File: src/rtl/mcr_pkg.sv
// Shared types and constants of the Moravec corner response block.
// No dependencies; imported by every rtl module.
package mcr_pkg;

  localparam int PIX_W      = 8;
  localparam int COORD_W    = 11;
  localparam int RESP_W     = 20;
  localparam int DIM_W      = 12;
  localparam int CFG_IDX_W  = 2;
  localparam int CFG_DATA_W = 20;
  localparam int WIN_N      = 5;
  localparam int N_SHIFT    = 4;
  localparam int N_TAP      = 9;
  localparam int QDEPTH     = 4;

  localparam logic [DIM_W-1:0]  WIDTH_RST  = 12'd640;
  localparam logic [DIM_W-1:0]  HEIGHT_RST = 12'd480;
  localparam logic [RESP_W-1:0] CAP_RST    = 20'd15000;

  // shifts: right, left, down, up
  localparam int SHIFT_DY [N_SHIFT] = '{0, 0, 1, -1};
  localparam int SHIFT_DX [N_SHIFT] = '{1, -1, 0, 0};

  typedef enum logic [CFG_IDX_W-1:0] {
    CFG_WIDTH  = 2'd0,
    CFG_HEIGHT = 2'd1,
    CFG_CAP    = 2'd2
  } cfg_idx_e;

  typedef logic [PIX_W-1:0] pix_t;
  typedef pix_t [WIN_N-1:0] column_t;  // [0] oldest row, [4] incoming pixel

  typedef struct packed {
    logic [COORD_W-1:0] row;
    logic [COORD_W-1:0] col;
  } coord_t;

  typedef struct packed {
    column_t column;
    logic    emit;
    coord_t  coord;
  } item_t;

endpackage

File: src/rtl/mcr_fifo.sv
// Short queue of column items between the front end and the score pipeline.
// Depends on mcr_pkg for the item type and depth.
module mcr_fifo (
  input  logic           clk_i,
  input  logic           rst_ni,
  input  logic           push_i,
  input  mcr_pkg::item_t item_i,
  output logic           full_o,
  input  logic           pop_i,
  output logic           empty_o,
  output mcr_pkg::item_t item_o
);
  import mcr_pkg::*;

  localparam int PW = $clog2(QDEPTH);
  localparam int NW = $clog2(QDEPTH + 1);

  item_t          buf_q [QDEPTH];
  logic [PW-1:0]  wr_ptr_q, rd_ptr_q;
  logic [NW-1:0]  cnt_q, cnt_d;

  assign full_o  = (cnt_q == NW'(QDEPTH));
  assign empty_o = (cnt_q == '0);
  assign item_o  = buf_q[rd_ptr_q];

  always_comb begin
    cnt_d = cnt_q;
    if (push_i && !pop_i) begin
      cnt_d = cnt_q + NW'(1);
    end else if (pop_i && !push_i) begin
      cnt_d = cnt_q - NW'(1);
    end
  end

  always_ff @(posedge clk_i or negedge rst_ni) begin
    if (!rst_ni) begin
      wr_ptr_q <= '0;
      rd_ptr_q <= '0;
      cnt_q    <= '0;
    end else begin
      cnt_q <= cnt_d;
      if (push_i) begin
        wr_ptr_q <= (wr_ptr_q == PW'(QDEPTH - 1)) ? '0 : wr_ptr_q + PW'(1);
      end
      if (pop_i) begin
        rd_ptr_q <= (rd_ptr_q == PW'(QDEPTH - 1)) ? '0 : rd_ptr_q + PW'(1);
      end
    end
  end

  always_ff @(posedge clk_i) begin
    if (push_i) begin
      buf_q[wr_ptr_q] <= item_i;
    end
  end

  a_no_overflow: assert property (@(posedge clk_i) disable iff (!rst_ni)
    !(push_i && full_o)) else $error("queue push while full");

  a_no_underflow: assert property (@(posedge clk_i) disable iff (!rst_ni)
    !(pop_i && empty_o)) else $error("queue pop while empty");

endmodule

File: config.mk
export PLATFORM = sky130hd
export DESIGN_NAME = mcr_fifo
export DESIGN_NICKNAME = d
export VERILOG_FILES = /design/src/rtl/mcr_pkg.sv /design/src/rtl/mcr_fifo.sv
export SDC_FILE = /design/constraint.sdc
export NUM_CORES = 1
export LEC_CHECK = 0
export ABC_AREA = 1
export BUFFER_PORTS_ARGS = -buffer_cell sky130_fd_sc_hd__buf_2
export CORE_UTILIZATION = 40
export CTS_CLUSTER_DIAMETER = 120
export DETAILED_ROUTE_END_ITERATION = 16
export MAX_ROUTING_LAYER = met4
export PLACE_DENSITY = 0.61
export SETUP_SLACK_MARGIN = 0.15
export SLEW_MARGIN = 20
export SYNTH_ARGS = -nofsm -noshare
export SYNTH_HDL_FRONTEND = slang
export SYNTH_SLANG_ARGS = --single-unit
export TNS_END_PERCENT = 1
File: constraint.sdc
create_clock -name clk_i -period 2.2 [get_ports clk_i]
set_input_delay 0.11 -clock clk_i [delete_from_list [all_inputs] [get_ports clk_i]]
set_output_delay 0.11 -clock clk_i [all_outputs]
set_load 0.01 [all_outputs]
# Yosys cells after proc, flatten, opt, wreduce, memory -nomap -nowiden
# Memories as Yosys holds them, arrays and structs flattened.
# Cells that the tools add are included.
totals:
  ramBits: 252
  output_inout_bits: 65
  memories: 1
  regBits: 7
  in_bits: 67
mem_list:
  columns: ["memory", "words", "width", "read_ports", "rd_ports_with_merged_regs", "wr", "line_no", "rtl"]
  rows:
  - ["buf_q", 4, 63, 1, 0, 1, "mcr_fifo.sv:18", "item_t buf_q [QDEPTH];"]
op_classes:
  muxes: 6
  n_reduce_logical: 6
  add_sub_neg: 4
  n_eq_ne: 3
ops:
  columns: ["cell", "count"]
  rows:
  - ["3-bit 2-to-1 mux", 2]
  - ["2-bit by 1-bit adder with 2-bit output, second input constant", 2]
  - ["2-bit equality test, second input constant", 2]
  - ["2-bit 2-to-1 mux", 2]
  - ["3-bit by 1-bit adder with 3-bit output, second input constant", 1]
  - ["3-bit equality test, second input constant", 1]
  - ["3-bit zero test", 1]
  - ["3-bit by 1-bit subtractor with 3-bit output, second input constant", 1]
  - ["1-bit logical AND", 2]
  - ["1-bit zero test", 2]
  - ["1-bit 2-to-1 mux", 2]
  - ["2-bit nonzero test", 1]

# Depth between registers and ports, before layout
# Gate-level depths: netlist of run 1.
depth:
  ltp_word: 4
  ltp_mapped: 9

# Worst setup path before layout of run 1
# No wires, ideal clock.
synth_path:
  path_kind: "reg2reg"
  from: "register wr_ptr_q[0]"
  to: "memory buf_q[0][0] (netlist name), enable pin"
  synth_period_minus_slack_ns: 2.303
  setup_ns: 0.417
  path_stages_with_launch: 5
  path_slack_ns: -0.103
  t_required_ns: 1.783
  arrival_time_ns: 1.886
  path_buffers: 0
  cell_sequence: "dfrtp_1 > inv_1 > ha_1 > nand2_1 > inv_1"
synth_lines:
  columns: ["item", "line_no", "rtl"]
  rows:
  - ["start, declared", "mcr_fifo.sv:19", "logic [PW-1:0] wr_ptr_q, rd_ptr_q;"]
  - ["start signal, assigned", "mcr_fifo.sv:43", "wr_ptr_q <= (wr_ptr_q == PW'(QDEPTH - 1)) ? '0 : wr_ptr_q + PW'(1);"]
  - ["end, declared", "mcr_fifo.sv:18", null]
# No word-level cell before the write port.

==> run summary, run 1 <==
Hold Crit Class -> in -> reg
Die area -> 28300 sq um
#FFs+latches synth -> 259
Final net count -> 1077
Distinct cells, synth -> 22
Slew Limit Fails -> 0
Final wirelength -> 22600 microns
Setup Viol. Count Final -> 0
RSZ-0062 raised after global routing -> true
Hold Path Cell Cnt -> 2
Pleak -> 5.60 nW
Clk buf depth -> 3
Rows -> 60
Hold worst-path end -> buf_q[2][61]$_DFFE_PP_
Clock-pin slew on the worst setup and hold paths -> 60 ps
Initial Util -> 40.9%
Share of layout cells above drive strength 1 -> 32.2%
Synth warnings -> 0
WHS -> 329 ps
Type of origin of the critical path -> flop
Worst VDD drop -> 0.717 mV
R2R Path End -> buf_q[0][62]$_DFFE_PP_
Grt total ovfl -> 0
Largest net degree at the start of global routing -> 65
Maxcap violations -> 0
Drt wl/cell -> 16.6 microns
PD cells -> 1250 nW/um^2
Die height -> 168 microns
Input/output buffers -> 131
Total of fill cells in the finished design -> 2266
# H-tree levels -> 1
Total GRT Usage -> 16.3%
Synthesized Nets -> 860
Worst hold start -> item_i[61]
Worst clock skew -> 7.84 ps
Gp weighted congestion -> 0.669
Final hold vios -> 0
Worst-Margin Slew -> 461 ps
Initial antenna violation count -> 0
Final Instance Area -> 14000 sq um
Clock Latency Late Sink -> 530 ps
Placed Area -> 12200 sq um
Top Ports -> 132
Core area -> 27000 sq um
Hpwl dp -> 12600 microns
Synth-to-Final Area Change -> 26.4%
Gate Count Post-Synth -> 786
TritonRoute pass-1 iters -> 4
Via count -> 6461
Post-synth top area share -> 68.4%
Kind of critical path -> reg -> out
Sequential-to-total area share from yosys stat -> 70.0%
Synth top area cells -> edfxtp_1 (68%), o211ai_2 (13%), nand2_1 (6.9%)
Post-synth top area cell -> edfxtp_1
FF-to-FF setup slack -> 470 ps
CTS buffer count -> 28
Critical Path AT -> 1890 ps
Num Clock Sinks -> 259
Syn Area/Cell -> 14.1 sq um
Die span in x -> 168 microns
Setup crit end kind -> output port
Antenna viol nets, final -> 0
Sequential standard cell area -> 7750 sq um
Minimum clock period -> 2000 ps
# diodes -> 0
Slew HR -> 69.3%
Reg-to-Reg Start -> wr_ptr_q[0]$_DFFE_PN0P_
Residual DRC -> 0
Status -> complete, no violations
Via-to-Cell Ratio -> 4.73
CTS tree -> built
1st-iter DRT viols -> 400
Root buf cell -> clkbuf_16
First-pass GRT wire length -> 34900 microns
R2r worst-path depth -> 5
Final period util -> 90.8%
Vias in the first global route -> 6504
Area of the multi-input gates -> 2460 sq um
Worst endpoint required time -> 2090 ps
FMAX -> 501 MHz
Synthesized area -> 11100 sq um
Tot Pwr -> 17.5 mW
Worst Path Max Fanout -> 17
logic make-up after synthesis:
| kind of cell | Yosys count | synth area share (%) |
|---|---|---|
| flip-flops | 259 | 70.0 |
| AND/OR/NAND/NOR | 210 | 7.18 |
| buffers and inverters | 179 | 7.74 |
| AO/OA/AOI/OAI | 130 | 14.1 |
| adder cells (fa/ha/maj) | 7 | 0.860 |
| XOR/XNOR | 1 | 0.0792 |
where the power goes:
group          internal (mW)  switching (mW)  leakage (nW)
combinational           2.45            3.78          2.76
clock                   2.74            1.88         0.442
sequential              6.34           0.302          2.40
cell usage after synthesis, drive strengths merged:
| master | number |
|---|---|
| nand4 | 1 |
| inv | 91 |
| dfrtp | 7 |
| nor2 | 2 |
| xnor2 | 1 |
| o21ai | 4 |
| nand3 | 1 |
| o211ai | 126 |
| ha | 6 |
| buf | 34 |
| nor3 | 2 |
| edfxtp | 252 |
| clkinv | 48 |
| clkbuf | 6 |
| nand2 | 204 |
| fa | 1 |
per-layer routing:
metal  vias up  part of all wire, %  track usage (%)
met5         -                    0                -
met4         0                  1.7             4.58
met3        31                  5.2             2.70
met2       146                   49             27.6
met1      3106                   44             20.2
li1       3178                    -                -
worst max-delay path by stage:
stage | start | to | slack, ps | cells past startpoint
final | rd_ptr_q[0]$_DFFE_PN0P_ | item_o[9] | 200 | 5
after global routing | rd_ptr_q[0]$_DFFE_PN0P_ | item_o[41] | 110 | 6
after CTS | rd_ptr_q[0]$_DFFE_PN0P_ | item_o[60] | 70 | 6
after detailed placement | wr_ptr_q[0]$_DFFE_PN0P_ | buf_q[0][59]$_DFFE_PP_ | 430 | 5
after global placement | wr_ptr_q[0]$_DFFE_PN0P_ | buf_q[0][59]$_DFFE_PP_ | 450 | 5
after floorplan | wr_ptr_q[0]$_DFFE_PN0P_ | buf_q[2][0]$_DFFE_PP_ | -100 | 4
area by class of cell:
cell class                 instances  area share (%)
clock buffer                      32            5.27
timing repair inverter             2           0.125
inverter                         139            4.01
tap                              341            3.05
multi-input combinational        348            17.6
sequential                       259            55.4
timing repair buffer             225            13.3
clock inverter                    19            1.24
per-stage QoR:
stage	utilization, %	setup WS, ps	std cells	TNS (ps)
5_1_grt	51.7	110	1365	0
2_1_floorplan	-	-99.1	786	-12800
3_5_place_dp	45.1	426	1238	0
4_1_cts	51.1	69.0	1358	0
3_3_place_gp	45.1	445	1238	0
6_report	51.7	203	1365	0
cells in the final DEF (no fill, tap or decap), types with 5 or more instances in the layout:
cell             n
dfrtp_1          5
o211ai_2       119
buf_16           6
nand2_1        204
buf_12          10
ha_1             6
o211ai_1         7
dlygate4sd3_1   67
clkinv_2         8
clkbuf_16       33
inv_1           83
clkinv_1        55
buf_2          131
edfxtp_1       252
registers in the layout, indices dropped and copies added (netlist names):
register / cells
buf_q: 252
cnt_q: 3
rd_ptr_q: 2
wr_ptr_q: 2
worst max-delay path: stages (launching register included):
cell       delay [ps]
dfrtp_4           540
clkinv_16         160
clkbuf_16         230
o211ai_2          140
nand2_1           120
buf_2             160
repair_timing:
action | 4_1_cts | 5_1_grt
gates cloned | 2 | 4
pin swaps | 0 | 0
hold buffers | 67 | 0
endpoints found under the setup margin | 58 | 59
resized for setup | 4 | 11
setup buffers | 0 | 3
endpoints found under the hold margin | 263 | 0
Note: power is estimated with default switching activity, not from simulation.
==> run 2: changes to the inputs <==
==> constraint.sdc (replaced) <==
create_clock -name clk_i -period 2.2 [get_ports clk_i]
set_input_delay 0.22 -clock clk_i [delete_from_list [all_inputs] [get_ports clk_i]]
set_output_delay 0.22 -clock clk_i [all_outputs]
set_load 0.01 [all_outputs]
==> run 2 against run 1 <==
Compared with the run above:
- clock skew is 7.7 ps higher
- die area stayed put
- clock power hardly changed
- fmax is 0.20% lower
- non-clock buffer count is 1 higher
- combinational power is 1% higher
- critical endpoint is now item_o[16]
- largest power group unchanged
- register-to-register slack better by 70 ps
- worst hold slack worse by 300 ps
- critical path depth is 1 higher
==> run summary, run 2 (synthesized netlist as in run 1, its figures left out) <==
Post-Place Cells -> 1240
Minimum clock period -> 2000 ps
Worst VDD drop -> 0.809 mV
Status -> complete, no violations
Final period util -> 90.9%
Final hold vios -> 0
Clock group share of total power -> 26.4%
Worst endpoint required time -> 1980 ps
Grt total ovfl -> 0
Type of origin of the critical path -> flop
Gp weighted congestion -> 0.718
Slew HR -> 72.0%
Pleak -> 5.60 nW
Initial Util -> 40.9%
Kind of critical path -> reg -> out
Residual DRC -> 0
Synth-to-Final Area Change -> 26.3%
Rows -> 60
Final net count -> 1078
Seq pwr share -> 37.8%
WP buf/inv -> 3
Hold Crit Class -> in -> reg
Pint -> 11.7 mW
Most frequent cells in the layout -> edfxtp_1 (252), nand2_1 (204), buf_2 (131), o211ai_2 (119), inv_1 (83)
Worst-Margin Slew -> 419 ps
Antenna viol nets, final -> 0
Largest net degree at the start of global routing -> 49
Top Ports -> 132
Biggest register -> buf_q
Clock Latency Late Sink -> 540 ps
Setup crit end kind -> output port
Vias in the first global route -> 6369
Crit path max-delay family -> buffers and inverters
Initial antenna violation count -> 0
Total GRT Usage -> 16.7%
Clk buf depth -> 3
Die area -> 28300 sq um
Slew Limit Fails -> 0
FMAX -> 500 MHz
WHS -> 27.7 ps
Total of fill cells in the finished design -> 2288
Switching power -> 5.93 mW
Finished Layout Cells -> 1365
Net Sw Frac -> 33.7%
Die span in x -> 168 microns
Setup Viol. Count Final -> 0
1st-iter DRT viols -> 383
Combinational Power Share -> 35.8%
Critical path's slowest cell -> dfrtp_2
PD cells -> 1260 nW/um^2
Worst Path Max Fanout -> 30
# diodes -> 0
Core area -> 27000 sq um
Tot Pwr -> 17.6 mW
Final wirelength -> 22600 microns
Die height -> 168 microns
First-pass GRT wire length -> 35400 microns
# H-tree levels -> 1
RSZ-0062 raised after global routing -> true
Input/output buffers -> 131
Via count -> 6407
Maxcap violations -> 0
Num Clock Sinks -> 259
DP Worst Slack -> 526 ps
Commonest non-fill, non-tap cell in the layout -> edfxtp_1
CTS tree -> built
Hpwl dp -> 12300 microns
Top Registers -> buf_q x252, cnt_q x3
TritonRoute pass-1 iters -> 4
CTS buffer count -> 28
Final Core Density -> 51.7%
Drt wl/cell -> 16.5 microns
Via-to-Cell Ratio -> 4.69
Largest stage delay, worst path -> 470 ps
Share of layout cells above drive strength 1 -> 32.2%
Worst clock skew -> 15.6 ps
Clock-pin slew on the worst setup and hold paths -> 60 ps
Most used cell, CP -> nand2_1
Max FFs per register -> 252
Final worst slack -> 199 ps
Crit-path cells -> inv_16 > buf_16 > nand2_1 > o211ai_2 > nand2_1 > buf_2
Critical Path AT -> 1780 ps
Root buf cell -> clkbuf_16
## run 2: cell types whose count changed in the layout (fill, tap and decap cells not counted), sizes merged
cell,before,now
buf,154,161
bufinv,3,4
clkbuf,36,32
clkinv,66,64
clkinvlp,3,2
dlygate4sd3,67,65
inv,88,89
## run 2: what timing repair did
item	in CTS	in global routing
setup buffers	3	1
gates cloned	6	0
hold endpoints to repair	261	0
hold buffers	65	0
gates resized for setup	18	2
setup endpoints to repair	63	47
## run 2: path summary, 6_finish.rpt
kind	depth (start not counted)	startpoint	to	slack, ps
worst max-delay path	6	rd_ptr_q[0]$_DFFE_PN0P_	item_o[16]	200
worst min-delay path	2	push_i	wr_ptr_q[1]$_DFFE_PN0P_	30
worst max register to register	5	wr_ptr_q[0]$_DFFE_PN0P_	buf_q[2][26]$_DFFE_PP_	540
worst min register to register	2	cnt_q[2]$_DFFE_PN0P_	cnt_q[2]$_DFFE_PN0P_	500
max in group asynchronous	2	rst_ni	rd_ptr_q[1]$_DFFE_PN0P_	1920
min in group asynchronous	2	rst_ni	cnt_q[0]$_DFFE_PN0P_	70
## run 2: power by group through the flow
stage	logic, mW	clock network [mW]	registers [mW]
after floorplan	3.98	0	6.68
after global placement	5.80	0	6.68
after detailed placement	5.84	0	6.71
after CTS	6.41	4.77	6.67
after global routing	6.89	4.94	6.72
final	6.30	4.64	6.65
## run 2: layout make-up
class                   count  area (sq um)  area share [%]
repair inverters            2          17.5           0.125
repair buffers            226          1840            13.2
multi-input cells         348          2460            17.6
clock inverters            18           181            1.30
flip-flops and latches    259          7750            55.5
well taps                 341           427            3.05
inverters                 139           562            4.02
clock buffers              32           737            5.27
## run 2: metrics by stage
step,area (sq um),setup TNS (ps)
global route,14000,0
global placement,12200,0
finish,14000,0
detailed placement,12200,0
floorplan,11100,-12800
CTS,14000,0
## run 2: per-layer routing
layer	share of wire [%]	track usage (%)	vias up
met5	0	-	-
li1	-	-	3179
met2	49	27.7	115
met3	4.2	2.89	38
met4	2.1	4.62	0
met1	45	21.1	3075
